===== src/rtl/assert_macros.svh =====
// Assertion macros shared by the compensation datapath modules.
`ifndef ASSERT_MACROS_SVH
`define ASSERT_MACROS_SVH

// Clocked check, switched off while reset is asserted.
`define PTC_ASSERT(lbl, clk, rstn, prop) \
    lbl: assert property (@(posedge clk) disable iff (!(rstn)) (prop)) \
        else $error("%m: assertion failed");

// Clocked check that also holds through reset.
`define PTC_ASSERT_ALWAYS(lbl, clk, prop) \
    lbl: assert property (@(posedge clk) (prop)) \
        else $error("%m: assertion failed");

`endif


===== src/rtl/ptc_pkg.sv =====
// Shared types and constants of the pressure/temperature compensation block.
package ptc_pkg;

    localparam int CFG_DATA_W = 48;
    localparam int CFG_IDX_W  = 3;

    localparam logic [CFG_IDX_W-1:0] REG_TEMP_CALIB    = 3'd0;
    localparam logic [CFG_IDX_W-1:0] REG_PRESS_CALIB_A = 3'd1;
    localparam logic [CFG_IDX_W-1:0] REG_PRESS_CALIB_B = 3'd2;
    localparam logic [CFG_IDX_W-1:0] REG_PRESS_CALIB_C = 3'd3;
    localparam logic [CFG_IDX_W-1:0] REG_TEMP_FLOOR    = 3'd4;
    localparam logic [CFG_IDX_W-1:0] REG_TEMP_CEILING  = 3'd5;

    localparam logic signed [23:0] TEMP_FLOOR_RST   = -24'sd2621440;
    localparam logic signed [23:0] TEMP_CEILING_RST = 24'sd5570560;

    localparam logic [25:0] PRESS_MAX = 26'h3FFFFFF;

    typedef struct packed {
        logic [23:0] raw_pressure;
        logic [23:0] raw_temperature;
    } ptc_in_t;

    typedef struct packed {
        logic [25:0]        pressure_out;
        logic signed [23:0] temperature_out;
    } ptc_out_t;

    // Clamped temperature plus raw pressure, handed to the pressure pipe.
    typedef struct packed {
        logic [23:0]        u;
        logic signed [23:0] t;
    } ptc_mid_t;

    typedef struct packed {
        logic [15:0]        t1;
        logic [15:0]        tc2;
        logic signed [7:0]  tc3;
        logic signed [15:0] p1;
        logic signed [15:0] p2;
        logic signed [7:0]  p3;
        logic signed [7:0]  p4;
        logic [15:0]        p5;
        logic [15:0]        p6;
        logic signed [7:0]  p7;
        logic signed [7:0]  p8;
        logic signed [15:0] p9;
        logic signed [7:0]  p10;
        logic signed [7:0]  p11;
        logic signed [23:0] temp_floor;
        logic signed [23:0] temp_ceiling;
    } ptc_coef_t;

endpackage


===== src/rtl/ptc_cfg.sv =====
// Calibration register file with coefficient unpacking.
module ptc_cfg (
    input  logic                           aclk,
    input  logic                           aresetn,
    input  logic                           cfg_we,
    input  logic [ptc_pkg::CFG_IDX_W-1:0]  cfg_index,
    input  logic [ptc_pkg::CFG_DATA_W-1:0] cfg_wdata,
    output ptc_pkg::ptc_coef_t             coef
);
    import ptc_pkg::*;

    logic [39:0]        temp_calib_reg;
    logic [47:0]        press_a_reg;
    logic [47:0]        press_b_reg;
    logic [31:0]        press_c_reg;
    logic signed [23:0] floor_reg;
    logic signed [23:0] ceiling_reg;

    always_ff @(posedge aclk) begin
        if (!aresetn) begin
            temp_calib_reg <= '0;
            press_a_reg    <= '0;
            press_b_reg    <= '0;
            press_c_reg    <= '0;
            floor_reg      <= TEMP_FLOOR_RST;
            ceiling_reg    <= TEMP_CEILING_RST;
        end else if (cfg_we) begin
            unique case (cfg_index)
                REG_TEMP_CALIB:    temp_calib_reg <= cfg_wdata[39:0];
                REG_PRESS_CALIB_A: press_a_reg    <= cfg_wdata[47:0];
                REG_PRESS_CALIB_B: press_b_reg    <= cfg_wdata[47:0];
                REG_PRESS_CALIB_C: press_c_reg    <= cfg_wdata[31:0];
                REG_TEMP_FLOOR:    floor_reg      <= cfg_wdata[23:0];
                REG_TEMP_CEILING:  ceiling_reg    <= cfg_wdata[23:0];
                default: ;
            endcase
        end
    end

    always_comb begin
        coef.t1           = temp_calib_reg[15:0];
        coef.tc2          = temp_calib_reg[31:16];
        coef.tc3          = temp_calib_reg[39:32];
        coef.p1           = press_a_reg[15:0];
        coef.p2           = press_a_reg[31:16];
        coef.p3           = press_a_reg[39:32];
        coef.p4           = press_a_reg[47:40];
        coef.p5           = press_b_reg[15:0];
        coef.p6           = press_b_reg[31:16];
        coef.p7           = press_b_reg[39:32];
        coef.p8           = press_b_reg[47:40];
        coef.p9           = press_c_reg[15:0];
        coef.p10          = press_c_reg[23:16];
        coef.p11          = press_c_reg[31:24];
        coef.temp_floor   = floor_reg;
        coef.temp_ceiling = ceiling_reg;
    end

endmodule


===== config.mk =====
export PLATFORM = sky130hd
export DESIGN_NAME = ptc_cfg
export DESIGN_NICKNAME = d
export VERILOG_FILES = /design/src/rtl/assert_macros.svh /design/src/rtl/ptc_pkg.sv /design/src/rtl/ptc_cfg.sv
export SDC_FILE = /design/constraint.sdc
export NUM_CORES = 1
export LEC_CHECK = 0
export BUFFER_PORTS_ARGS = -buffer_cell sky130_fd_sc_hd__buf_2
export CAP_MARGIN = 5
export CELL_PAD_IN_SITES_DETAIL_PLACEMENT = 1
export CELL_PAD_IN_SITES_GLOBAL_PLACEMENT = 1
export CORE_ASPECT_RATIO = 1.5
export CORE_UTILIZATION = 35
export CTS_BUF_LIST = sky130_fd_sc_hd__clkbuf_8
export CTS_CLUSTER_SIZE = 8
export DETAILED_ROUTE_END_ITERATION = 7
export PLACE_DENSITY = 0.79
export SYNTH_ARGS = -nofsm -noshare
export SYNTH_HDL_FRONTEND = slang
export SYNTH_SLANG_ARGS = --single-unit

===== constraint.sdc =====
create_clock -name aclk -period 1.1 [get_ports aclk]
set_input_delay 0.055 -clock aclk [delete_from_list [all_inputs] [get_ports aclk]]
set_output_delay 0.055 -clock aclk [all_outputs]
set_load 0.05 [all_outputs]

== Word level (Yosys, flattened, before mapping) ==
Index checks and enable logic that the tools add are counted.

* Bits in registers: 216
* Bits of input ports: 54
* Output and inout port bits: 216

* Equal/unequal tests: 5
* Reductions and logical operators: 7

{| class="wikitable"
|+ Operator list
! operator !! number
|-
| 2-bit AND reduction || 6
|-
| 3-bit by 2-bit == test with 1-bit output, second input constant || 2
|-
| 3-bit == test, second input constant || 2
|-
| 3-bit by 1-bit == test with 1-bit output, second input constant || 1
|-
| 3-bit logical NOT || 1
|}

== Longest topological paths before layout ==
* Depth after elaboration: 2
* Depth in mapped cells: 6
* Depth with buffers taken out: 2

== Worst setup path before layout ==
OpenSTA, ideal clock, no wires.

* Path type: in2reg
* Start: input port cfg_index[2] (netlist name)
* End: register press_a_reg[27]
* Setup time: 0.072 ns
* Arrival: 1.012 ns
* Required time: 1.028 ns
* Setup slack: 0.016 ns
* Stages on the path: 6
* Cells stage by stage: buf_4 > and4bb_1 > buf_6 > buf_8 > buf_8 > mux2i_1

* Cells in the longest elaborated chain, start to end: 2

{| class="wikitable"
|+ RTL lines
! element !! RTL line !! source
|-
| start: declaration || ptc_cfg.sv:6 || <nowiki>input logic [ptc_pkg::CFG_IDX_W-1:0] cfg_index,</nowiki>
|-
| 3-bit by 1-bit == test with 1-bit output || ptc_cfg.sv:28 || <nowiki>unique case (cfg_index)</nowiki>
|-
| 2-bit AND reduction (no source line) || - ||
|-
| end signal: assignment || ptc_cfg.sv:30 || <nowiki>REG_PRESS_CALIB_A: press_a_reg <= cfg_wdata[47:0];</nowiki>
|-
| end: declaration || ptc_cfg.sv:13 || <nowiki>logic [47:0] press_a_reg;</nowiki>
|}

No other way between the ends.
A chain may end at the register's enable or synchronous reset.

== Worst setup path in the final report ==
* Start: register floor_reg[5]
* End: output port coef[29] (netlist name)

{| class="wikitable"
|+ RTL lines
! element !! RTL line !! source
|-
| start: declaration || ptc_cfg.sv:16 || <nowiki>logic signed [23:0] floor_reg;</nowiki>
|-
| start signal: assignment || ptc_cfg.sv:33 || <nowiki>REG_TEMP_FLOOR: floor_reg <= cfg_wdata[23:0];</nowiki>
|-
| end: declaration || ptc_cfg.sv:8 || <nowiki>output ptc_pkg::ptc_coef_t coef</nowiki>
|}

No word-level cell between the ends.

==> flow_results.org <==
** Finish
- Net count reported at finish :: 1154
- 0 antenna diodes ended up in the layout.
- Fill cell count :: approximately 2.3k
- Final Cell Area :: roughly 13000 sq um
- Synthesis-to-finish area growth :: 58.67%
- The post-route netlist has between 50% and 60% of its cells at a drive strength greater than 1.

** Critical path
- The worst setup path is of the register to output port kind.
- Type of destination of the critical path :: output port
- Arrival time reported for the critical path endpoint :: slightly above 1 ns
- The worst setup path is launched from a register.
- Worst endpoint required time :: between 1 and 1.5 ns
- For this run, the slowest stage of the critical path takes 0.38 ns.
- Among cell families on the critical path, the largest total delay comes from flip-flops.
- Maximum fanout along the worst path :: 2
- Counting both buffers and inverters, the worst setup path holds a total of 1.
- Crit-path slowest cell :: sky130_fd_sc_hd__dfxtp_4
- The signal on the critical path passes through buf_8.

** Drt
- Antenna viol nets, final :: 0
- Drt first-iter violations :: roughly 190
- Residual DRC count :: 18
- Dividing the detail-routed via count by the number of cells gives around 5.0.
- The final layout contains routed wiring with a total length of approximately 30000 um.
- After detailed routing, the average wire length per cell comes to approximately 21 um.
- Total number of vias :: 6930
- Drt pass-1 iters :: 6

** STA
- The number of pins exceeding their max-slew limit in the final report is 0.
- Worst-case clock skew :: 0 ns
- RSZ-0062 raised after global routing :: yes
- Worst slew margin relative to its limit :: a little under three quarters
- Final hold viol count :: 0
- Subtracting the final worst setup slack from the clock period gives between 1 and 1.5 ns.
- Minimum setup slack in the final design :: 0.01828 ns
- Slew of the pin with the lowest slew margin :: about 0.43 ns
- Post-route clock period utilization :: 98.34%
- Setup violations, final :: 0
- Peak clock frequency supported by timing :: 924.5 MHz

** Floorplanning
- DIE HEIGHT :: between 150 and 200 um
- Pin placement for this block handled 270 I/O pins.
- The die covers between 20000 and 25000 sq um.
- Core Region :: roughly 22000 sq um
- For this configuration, the core starts out at a cell density of between 30 and 40%.
- Die width :: about 130 um
- Row count :: 67

** Synth
- After synthesis the netlist holds a flip-flop and latch count of ~220.
- Post-synthesis cell count :: 768
- The biggest area contributor in the post-synthesis netlist is sky130_fd_sc_hd__dfxtp_1.
- Most common flop cell mapped by yosys :: sky130_fd_sc_hd__dfxtp_1
- Synth cell types :: 17
- The synthesized netlist occupies a cell area of around 8000 sq um.
- Count of flip-flops with a built-in enable after synthesis :: 0
- FFs w/ async S/R, synth :: 0%
- During synthesis, Yosys emitted a total of 0 warnings.
- Synthesis produced a netlist with a net count of about 820.
- Synth top area cells :: sky130_fd_sc_hd__dfxtp_1, sky130_fd_sc_hd__mux2i_1, sky130_fd_sc_hd__nand2_1, sky130_fd_sc_hd__buf_6, sky130_fd_sc_hd__clkbuf_1
- After synthesis, the most frequently instantiated cells are sky130_fd_sc_hd__nand2_1, sky130_fd_sc_hd__dfxtp_1, sky130_fd_sc_hd__mux2i_1, sky130_fd_sc_hd__clkbuf_1, sky130_fd_sc_hd__buf_2.
- Avg Inst Size Synth :: roughly 10 sq um
- Top-area cell type share of the netlist area :: 54.20%
- Among all cell types in the netlist, the one instantiated most often is sky130_fd_sc_hd__nand2_1.
- The share of the Yosys chip area taken by registers is between 50% and 60%.

** Place
- Instance area at placement :: 9759 sq um
- Pre-CTS WS :: -0.1917 ns
- Final HPWL from detailed placement :: about 17000 um
- Number of buffers added on ports :: roughly 270
- The congestion estimate from routability-driven global placement came to about 0.75.

** Power
- Leak Pwr :: 5.926 nW
- Across the VDD grid, the largest voltage drop is ~0.0009 V.
- Power spread over the standard cell area amounts to approximately 1300 nW/um^2.

** CTS
- Clock Root Buffer :: sky130_fd_sc_hd__clkbuf_8
- Clock-pin slew was measured on the worst setup and hold paths at ~0.070 ns.
- In this run the deepest clock path goes through 3 buffers.
- The clock tree synthesis step divided the H-tree into 2 levels.
- Counting the buffers created by CTS gives 35.
- CTS tree :: done
- The clock drives between 200 and 250 sinks.
- Latest clock arrival within the worst-skew pair :: around 0.49 ns

** Global route
- Global routing used approximately 24% of the available tracks.
- Entering global routing, the biggest net connects between 40 and 50 pins.
- The first global-routing pass estimated ~44000 um of wire.
- Antenna violations before repair :: 0
- The via count of the first global-routing pass was 7810.
- Global-route congestion overflow total :: 0

** Min path
- The tightest min-delay check is of the input port to register type.

** Run
- Max-cap violations in this run came to 0.

** Outcome
- Outcome :: finished, violations left
- The final reports fail on design-rule violations.
==> what timing repair did <==
action	CTS	global route
setup buffers	1	7
hold buffers	44	0
resized for setup	557	127
setup endpoints to repair	216	112
hold endpoints to repair	177	0
==> where the power goes <==
group	internal, mW	switching, mW	leakage (nW)	total [mW]
clock network	3.41	3.10	0.364	6.51
registers	8.02	0.147	1.84	8.16
logic	0.827	1.31	3.72	2.13
total	12.3	4.56	5.93	16.8
==> placed cells by master (no fill, tap or decap) <==
| cell type | count |
|---|---|
| sky130_fd_sc_hd__clkinv_2 | 1 |
| sky130_fd_sc_hd__clkbuf_8 | 43 |
| sky130_fd_sc_hd__dlygate4sd3_1 | 44 |
| sky130_fd_sc_hd__buf_4 | 27 |
| sky130_fd_sc_hd__nand4b_1 | 2 |
| sky130_fd_sc_hd__nor4bb_1 | 1 |
| sky130_fd_sc_hd__nand4bb_4 | 1 |
| sky130_fd_sc_hd__nor2b_1 | 14 |
| sky130_fd_sc_hd__nand2_1 | 256 |
| sky130_fd_sc_hd__inv_1 | 11 |
| sky130_fd_sc_hd__buf_6 | 176 |
| sky130_fd_sc_hd__buf_2 | 52 |
| sky130_fd_sc_hd__dfxtp_2 | 200 |
| sky130_fd_sc_hd__and4bb_4 | 1 |
| sky130_fd_sc_hd__buf_8 | 40 |
| sky130_fd_sc_hd__and4b_1 | 1 |
| sky130_fd_sc_hd__nand4bb_2 | 1 |
| sky130_fd_sc_hd__dfxtp_4 | 6 |
| sky130_fd_sc_hd__nor4b_4 | 1 |
| sky130_fd_sc_hd__mux2i_1 | 216 |
| sky130_fd_sc_hd__dfxtp_1 | 10 |
| sky130_fd_sc_hd__buf_12 | 13 |
==> cell type report <==
type,count,area [sq um],share of cell area (%)
tap,276,345.3,2.728
clock inverter,12,46.29,0.3657
clock buffer,42,578.1,4.567
timing repair buffer,353,3760,29.70
multi-input combinational,494,3332,26.32
sequential,216,4597,36.32
==> cells by family after synthesis <==
| family | share of synthesized area, % |
|---|---|
| DFF | 54.20 |
| buffers and inverters | 4.345 |
| and+or+nand+nor | 14.35 |
| muxes | 27.10 |
==> final timing paths <==
kind	start	endpoint	slack, ns	cells past startpoint
max	floor_reg[5]	coef[29]	0.02	1
min	cfg_wdata[4]	press_c_reg[4]	0.02	3
max reg2reg	press_c_reg[29]	press_c_reg[29]	0.24	3
min reg2reg	press_a_reg[47]	press_a_reg[47]	0.46	2
==> per-stage QoR <==
step,TNS (ns),hold slack [ns],instances,power (mW),utilization [%]
floorplan,0,0.2165,768,9.425,-
global placement,-2.990,0.3327,1287,9.947,43.60
detailed placement,-6.685,0.3391,1287,9.984,43.60
CTS,-0.00001432,0.01002,1386,16.83,55.08
global route,-0.2863,0.009168,1393,17.46,56.55
finish,0,0.02212,1393,16.81,56.55
==> layer usage <==
metal	track usage, %	share of wire [%]	vias up
met3	5.092	5.1	103
met4	14.40	5.8	0
met1	23.30	35	3380
met5	0	0	-
met2	46.30	54	268
li1	-	-	3179
Note: power is estimated with default switching activity, not from simulation.
