## config.mk

```make
export PLATFORM = sky130hd
export DESIGN_NAME = ptc_temp
export DESIGN_NICKNAME = d
export VERILOG_FILES = /design/src/rtl/ptc_pkg.sv /design/src/rtl/ptc_temp.sv
export VERILOG_INCLUDE_DIRS = /design/src /design/src/rtl
export SDC_FILE = /design/constraint.sdc
export NUM_CORES = 2
export LEC_CHECK = 0
export BUFFER_PORTS_ARGS = -buffer_cell sky130_fd_sc_hd__buf_4
export CORE_MARGIN = 2
export CORE_UTILIZATION = 45
export CTS_BUF_LIST = sky130_fd_sc_hd__clkbuf_2
export CTS_CLUSTER_DIAMETER = 40
export DETAILED_ROUTE_END_ITERATION = 8
export HOLD_SLACK_MARGIN = 0.06
export PLACE_DENSITY = 0.74
export SYNTH_ARGS = -nofsm -noshare
export SYNTH_HDL_FRONTEND = slang
export SYNTH_SLANG_ARGS = --single-unit
```

## constraint.sdc

```tcl
create_clock -name aclk -period 8.8 [get_ports aclk]
set_input_delay 1.76 -clock aclk [delete_from_list [all_inputs] [get_ports aclk]]
set_output_delay 1.76 -clock aclk [all_outputs]
set_load 0.01 [all_outputs]
```

## src/rtl/assert_macros.svh

```systemverilog
// Assertion macros shared by the compensation datapath modules.
`ifndef ASSERT_MACROS_SVH
`define ASSERT_MACROS_SVH

// Clocked check, switched off while reset is asserted.
`define PTC_ASSERT(lbl, clk, rstn, prop) \
    lbl: assert property (@(posedge clk) disable iff (!(rstn)) (prop)) \
        else $error("%m: assertion failed");

// Clocked check that also holds through reset.
`define PTC_ASSERT_ALWAYS(lbl, clk, prop) \
    lbl: assert property (@(posedge clk) (prop)) \
        else $error("%m: assertion failed");

`endif

```

## src/rtl/ptc_pkg.sv

```systemverilog
// Shared types and constants of the pressure/temperature compensation block.
package ptc_pkg;

    localparam int CFG_DATA_W = 48;
    localparam int CFG_IDX_W  = 3;

    localparam logic [CFG_IDX_W-1:0] REG_TEMP_CALIB    = 3'd0;
    localparam logic [CFG_IDX_W-1:0] REG_PRESS_CALIB_A = 3'd1;
    localparam logic [CFG_IDX_W-1:0] REG_PRESS_CALIB_B = 3'd2;
    localparam logic [CFG_IDX_W-1:0] REG_PRESS_CALIB_C = 3'd3;
    localparam logic [CFG_IDX_W-1:0] REG_TEMP_FLOOR    = 3'd4;
    localparam logic [CFG_IDX_W-1:0] REG_TEMP_CEILING  = 3'd5;

    localparam logic signed [23:0] TEMP_FLOOR_RST   = -24'sd2621440;
    localparam logic signed [23:0] TEMP_CEILING_RST = 24'sd5570560;

    localparam logic [25:0] PRESS_MAX = 26'h3FFFFFF;

    typedef struct packed {
        logic [23:0] raw_pressure;
        logic [23:0] raw_temperature;
    } ptc_in_t;

    typedef struct packed {
        logic [25:0]        pressure_out;
        logic signed [23:0] temperature_out;
    } ptc_out_t;

    // Clamped temperature plus raw pressure, handed to the pressure pipe.
    typedef struct packed {
        logic [23:0]        u;
        logic signed [23:0] t;
    } ptc_mid_t;

    typedef struct packed {
        logic [15:0]        t1;
        logic [15:0]        tc2;
        logic signed [7:0]  tc3;
        logic signed [15:0] p1;
        logic signed [15:0] p2;
        logic signed [7:0]  p3;
        logic signed [7:0]  p4;
        logic [15:0]        p5;
        logic [15:0]        p6;
        logic signed [7:0]  p7;
        logic signed [7:0]  p8;
        logic signed [15:0] p9;
        logic signed [7:0]  p10;
        logic signed [7:0]  p11;
        logic signed [23:0] temp_floor;
        logic signed [23:0] temp_ceiling;
    } ptc_coef_t;

endpackage

```

## src/rtl/ptc_temp.sv

```systemverilog
// Four-stage temperature linearisation and clamp pipeline.
module ptc_temp (
    input  logic               aclk,
    input  logic               aresetn,
    input  ptc_pkg::ptc_coef_t coef,
    input  logic               s_valid,
    output logic               s_ready,
    input  ptc_pkg::ptc_in_t   s_data,
    output logic               m_valid,
    input  logic               m_ready,
    output ptc_pkg::ptc_mid_t  m_data
);
    import ptc_pkg::*;

    `include "assert_macros.svh"

    localparam int STAGES = 4;
    localparam logic signed [61:0] TEMP_ROUND = 62'sd2147483648;

    logic [STAGES-1:0] v_reg;
    logic [STAGES:0]   rdy;
    logic [23:0]       u_reg [STAGES];

    logic signed [25:0] d_reg, d_next;
    logic signed [42:0] m1_reg, m1_next;
    logic signed [51:0] dsq_reg, dsq_next;
    logic signed [29:0] traw_reg, traw_next;
    logic signed [23:0] t_reg, t_next;

    // A stage takes new data when empty or when the next one moves on.
    always_comb begin
        rdy[STAGES] = m_ready;
        for (int i = STAGES - 1; i >= 0; i--) begin
            rdy[i] = !v_reg[i] || rdy[i+1];
        end
    end

    always_comb begin
        logic signed [61:0] m1_w;
        logic signed [61:0] sum_w;
        logic signed [29:0] lo_w;
        d_next   = $signed({2'b00, s_data.raw_temperature})
                 - $signed({2'b00, coef.t1, 8'h00});
        m1_next  = d_reg * $signed({1'b0, coef.tc2});
        dsq_next = d_reg * d_reg;
        m1_w     = m1_reg;
        sum_w    = (m1_w <<< 18) + dsq_reg * $signed(coef.tc3) + TEMP_ROUND;
        traw_next = $signed(sum_w[61:32]);
        // floor first, ceiling wins if the two cross
        lo_w = traw_reg;
        if (traw_reg < $signed(coef.temp_floor)) begin
            lo_w = $signed(coef.temp_floor);
        end
        if (lo_w > $signed(coef.temp_ceiling)) begin
            lo_w = $signed(coef.temp_ceiling);
        end
        t_next = lo_w[23:0];
    end

    always_ff @(posedge aclk) begin
        if (!aresetn) begin
            v_reg <= '0;
        end else begin
            if (rdy[0]) begin
                v_reg[0] <= s_valid;
            end
            for (int i = 1; i < STAGES; i++) begin
                if (rdy[i]) begin
                    v_reg[i] <= v_reg[i-1];
                end
            end
        end
    end

    always_ff @(posedge aclk) begin
        if (rdy[0]) begin
            d_reg    <= d_next;
            u_reg[0] <= s_data.raw_pressure;
        end
        if (rdy[1]) begin
            m1_reg   <= m1_next;
            dsq_reg  <= dsq_next;
            u_reg[1] <= u_reg[0];
        end
        if (rdy[2]) begin
            traw_reg <= traw_next;
            u_reg[2] <= u_reg[1];
        end
        if (rdy[3]) begin
            t_reg    <= t_next;
            u_reg[3] <= u_reg[2];
        end
    end

    assign s_ready  = rdy[0];
    assign m_valid  = v_reg[STAGES-1];
    assign m_data.u = u_reg[STAGES-1];
    assign m_data.t = t_reg;

    `PTC_ASSERT(a_take_fills_first, aclk, aresetn, s_valid && s_ready |=> v_reg[0])
    `PTC_ASSERT(a_mid_stage_holds, aclk, aresetn,
        v_reg[1] && !rdy[2] |=> v_reg[1] && $stable(m1_reg) && $stable(dsq_reg))

endmodule

```

Word-level counts from Yosys, hierarchy flattened
Memories as Yosys holds them, arrays and structs flattened.
Cells that the tools add are included.
Storage, ports and cells
  memory bits (writable): 96
  output and inout bits: 50
  register bits after elaboration: 178
  input port bits: 268
  memories kept: 1
  word-level logic and storage cells: 36
Cells by class
  $mul: 3
  order comparisons: 2
  add/subtract/negate cells: 3
  multiplexer cells: 10
  reductions and logical operators: 8
Memories
  u_reg: depth 4, width 24, read ports 4, clocked after memory_dff 0, write ports 4, line ptc_temp.sv:22  | logic [23:0] u_reg [STAGES];
Operators with widths (number)
  $add A61 B60 Y62: 1
  $add A62 B33 Y62 const B: 1
  $mul A52 B8 Y60: 1
  $mul A25 B25 Y50: 1
  $mul A25 B17 Y42: 1
  $gt A30 B24 Y1: 1
  $lt A30 B24 Y1: 1
  $mux W30: 1
  $sub A24 B24 Y25: 1
  $mux W24: 1
  $mux W1: 8
  $logic_not A1 Y1: 4
  $logic_or A1 B1 Y1: 4

Longest topological paths before layout
  depth in word-level cells: 7
  mapped depth: 29
  depth with buffers taken out: 28

Worst setup path before layout
No wires, ideal clock.
  path kind: input to register
  start: input port coef[189] (netlist name)
  end: register m1_reg[39], data pin
  buffers on the path: 2
  library setup time: 258 ps
  required time: 8542 ps
  arrival time: 7619 ps
  cell stages on the path: 26
  path slack: 923 ps
  path through: clkbuf_1 > clkbuf_1 > nand2_1 > fa_1 > inv_1 > fa_1 > inv_1 > fa_1 > inv_1 > fa_1 > inv_1 > fa_1 > inv_1 > fa_1 > ha_1 > a21oi_1 > nand3_1 > and3_1 > a221o_1 > o22a_1 > nor4_1 > o31a_1 > a21oi_1 > o21a_1 > nor2_1 > xnor2_1
Between the ends
  word-level cells in the longest chain between the ends: 1
RTL lines
  start, declared: line ptc_temp.sv:5  | input ptc_pkg::ptc_coef_t coef,
  $mul A25 B17 Y42: line ptc_temp.sv:44  | m1_next = d_reg * $signed({1'b0, coef.tc2});
  net m1_next[39]: line ptc_temp.sv:25  | logic signed [42:0] m1_reg, m1_next;
  end signal, assigned: line ptc_temp.sv:81  | m1_reg <= m1_next;
  end, declared: line ptc_temp.sv:25
The timed path passes the listed nets, and every way through them passes these cells.
A chain may end at the register's enable or synchronous reset.

Worst setup path in the final report
  start: register d_reg[2]
  end: register dsq_reg[50], data pin
Between the ends
  word-level cells in the longest chain between the ends: 1
RTL lines
  start, declared: line ptc_temp.sv:24  | logic signed [25:0] d_reg, d_next;
  start signal, assigned: line ptc_temp.sv:77  | d_reg <= d_next;
  $mul A25 B25 Y50: line ptc_temp.sv:45  | dsq_next = d_reg * d_reg;
  net dsq_next[49]: line ptc_temp.sv:26  | logic signed [51:0] dsq_reg, dsq_next;
  end signal, assigned: line ptc_temp.sv:82  | dsq_reg <= dsq_next;
  end, declared: line ptc_temp.sv:26
The timed path passes the listed nets, and every way through them passes these cells.

==> summary.md <==
| Metric | Value |
|---|---|
| # IOs | 318 |
| Final ANT Viol Nets | 0 |
| Final hold vios | 0 |
| Number of fill cells in the layout | 11.79k |
| Top_reg_cell synth | edfxtp_1 |
| Fmax | 124.3 MHz |
| Final std cell area, no fill | 63740 µm² |
| CP startpoint kind | register |
| Relative slew slack | 33.25% |
| Worst skew pair latency | 1.20 ns |
| Number of synthesized register bits | 270 |
| Rows | 133 |
| DR iter-0 viols | 2357 |
| CTS tree | built |
| Setup CP Type | register to register |
| Wirelength, routed | 138800 µm |
| Initial antenna violation count | 9 |
| Post-CTS setup buffer count | 0 |
| Synthesized Nets | 8053 |
| Vias in the first global route | 44.81k |
| Max Cap Violations | 0 |
| DIE AREA | 135200 µm² |
| Status | completed |
| Final #Nets | 8201 |
| Max-slew violation count | 0 |
| RD Place Congestion | 0.9270 |
| Mapped Area | 59520 µm² |
| Final Cycle Share | 91.40% |
| Ys async rst share | 0% |
| Global route overflow | 0 |
| CTS sink count | 270 |
| TritonRoute pass-1 iters | 5 |
| Slew @ Worst Pin | 1.001 ns |
| Synth Instances | 5957 |
| Placed Area | 62960 µm² |
| Final setup viols | 0 |
| Longest Clk Path Bufs | 3 |
| Crit path DAT | 9.00 ns |
| CP Data Required Time | 9.76 ns |
| CTS root buffer | clkbuf_2 |
| Max reg flops | 96 |
| Fin Clk Skew | 0.1571 ns |
| Seq/Total Area, Yosys | 13.55% |
| Die Span X | 367.7 µm |
| Post-synth EDFFs | 266 |
| Min Tclk post-route | 8.043 ns |
| Class of the worst hold path | register to register |
| Via density | 5.054 |
| DRC viols | 0 |
| WL per Instance | 17.52 µm |
| Yosys Warn Count | 0 |
| Via Count | 40.04k |
| All-Layer GR Usage | 21.42% |
| Layout area overhead | 7.091% |
| Die H | 367.7 µm |
| HPWL after DPL | 115800 µm |
| Port Buffers | 189 |
| Cts repair resizes | 0 |
| Worst Setup End Kind | register |
| Setup TNS | 0 ns |
| Core area | 131300 µm² |
| Hold buffer count at CTS | 0 |
| RSZ-0062 raised after global routing | false |
| Largest net degree at the start of global routing | 71 |
| Netlist cell types | 71 |
| First-pass GRT wire length | 230900 µm |
| Starting Density | 45.33% |
| CTS H-tree depth | 3 |
| CP Max Fanout | 8 |
| Clock transition at path regs | 0.09 ns |
| Cts bufs inserted | 79 |
| Syn avg cell area | 9.992 µm² |
| Layout cells sized above 1 | 7.237% |
-- layout make-up --
| type | instances | area (µm²) | share of cell area (%) |
|---|---|---|---|
| sequential | 270 | 8068 | 12.66 |
| inverter | 1632 | 6128 | 9.615 |
| multi-input combinational | 3863 | 44610 | 69.99 |
| clock buffer | 101 | 505.5 | 0.7930 |
| timing repair buffer | 259 | 1957 | 3.070 |
| antenna | 5 | 12.51 | 0.01963 |
| tap | 1755 | 2196 | 3.445 |
| clock inverter | 38 | 260.3 | 0.4083 |
-- through the flow --
| step | setup slack (ns) | hold WS, ns | util, % | cells |
|---|---|---|---|---|
| 2_1_floorplan | 0.9227 | 0.4003 | - | 5957 |
| 5_1_grt | 0.4620 | 0.3235 | 48.54 | 7921 |
| 3_5_place_dp | 0.4349 | 0.4045 | 47.95 | 7779 |
| 6_report | 0.7569 | 0.2945 | 48.55 | 7923 |
| 3_3_place_gp | 0.4211 | 0.4001 | 47.95 | 7779 |
| 4_1_cts | 0.8243 | 0.3107 | 48.54 | 7918 |
-- cell usage in the layout, fill, tap and decap left out, types with 5 or more instances in the layout --
| cell | synthesis | layout |
|---|---|---|
| a2111oi_0 | 5 | 5 |
| a21o_1 | 76 | 76 |
| o21ai_0 | 87 | 87 |
| xor2_1 | 39 | 39 |
| and2_1 | 455 | 455 |
| clkbuf_2 | 0 | 101 |
| ha_1 | 473 | 473 |
| diode_2 | 0 | 5 |
| nand2b_1 | 62 | 62 |
| nor2b_1 | 50 | 50 |
| and3_1 | 11 | 11 |
| nand4_1 | 23 | 23 |
| nor2_1 | 104 | 104 |
| mux2_2 | 46 | 46 |
| nor3_1 | 9 | 9 |
| o211ai_1 | 10 | 10 |
| or3_1 | 7 | 7 |
| and4_1 | 6 | 6 |
| xnor2_1 | 110 | 110 |
| a211oi_1 | 14 | 14 |
| clkinv_2 | 0 | 12 |
| fa_1 | 1355 | 1355 |
| buf_4 | 0 | 258 |
| nand2_1 | 638 | 636 |
| nand3_1 | 28 | 28 |
| clkinv_1 | 0 | 17 |
| o2111ai_1 | 5 | 5 |
| o21bai_1 | 9 | 9 |
| a31oi_1 | 15 | 15 |
| a21boi_0 | 9 | 9 |
| inv_1 | 1632 | 1630 |
| edfxtp_1 | 266 | 266 |
| a21oi_1 | 127 | 127 |
| o21a_1 | 22 | 22 |
-- critical path, stage by stage, from the launching register on --
cell      delay (ns)
edfxtp_1        0.85
and2_1          0.35
fa_1            0.60
fa_1            0.74
inv_1           0.22
fa_1            0.64
inv_1           0.39
fa_1            0.53
fa_1            0.60
fa_1            0.44
fa_1            0.45
ha_1            0.38
a21oi_1         0.16
nor2_1          0.05
nor2_1          0.14
o21ai_0         0.15
a221o_1         0.34
a41oi_1         0.32
o21ai_0         0.20
a21oi_1         0.23
xnor2_1         0.10
-- synthesized netlist by cell type, types with 5 or more instances --
cell          n  area share (%)
o21ai_0      87            0.73
a21oi_1     127             1.1
and2_1      455             4.8
and3_1       11            0.12
o211ai_1     10            0.13
inv_1      1632              10
o21bai_1      9            0.11
edfxtp_1    266              13
a31oi_1      15            0.16
or3_1         7           0.074
o2111ai_1     5           0.074
nand4_1      23            0.24
xnor2_1     110             1.6
and4_1        6           0.088
clkbuf_1    188             1.2
o21a_1       22            0.28
nor2b_1      50            0.53
a2111oi_0     5           0.074
a21o_1       76            0.96
nand2_1     638             4.0
nand2b_1     62            0.65
a21boi_0      9            0.11
nor3_1        9           0.076
fa_1       1355              46
mux2_2       46            0.87
xor2_1       39            0.57
a211oi_1     14            0.18
nor2_1      104            0.66
nand3_1      28            0.24
ha_1        473             9.9
-- metal layers --
layer / global-route usage, % / up-vias / wire (µm)
met3: 3.765 / 270 / 10660
met1: 28.15 / 20327 / 57490
met4: 7.007 / 14 / 4470
met5: 0 / - / 100
li1: - / 17985 / -
met2: 35.93 / 1447 / 66100
-- cell families after synthesis --
group / Yosys count / synth area share [%]
other cells: 2 / 0.01262
buf+inv: 1824 / 11.51
fa+ha+maj: 1828 / 55.52
flops: 270 / 13.55
simple gates: 1407 / 11.65
compound gates: 428 / 4.648
mux: 49 / 0.9208
xor+xnor: 149 / 2.193
-- final timing paths --
| path | from | endpoint | slack, ns | depth (start not counted) |
|---|---|---|---|---|
| max | d_reg[2]$_DFFE_PP_ | dsq_reg[50]$_DFFE_PP_ | 0.76 | 20 |
| min | u_reg[0][3]$_DFFE_PP_ | u_reg[1][3]$_DFFE_PP_ | 0.29 | 0 |
| max reg2reg | d_reg[2]$_DFFE_PP_ | dsq_reg[50]$_DFFE_PP_ | 0.76 | 20 |
| min reg2reg | u_reg[0][3]$_DFFE_PP_ | u_reg[1][3]$_DFFE_PP_ | 0.29 | 0 |
Power is left out: the tool's default activity adds up to more than one toggle a clock period on the data nets, which glitch-free logic cannot reach.
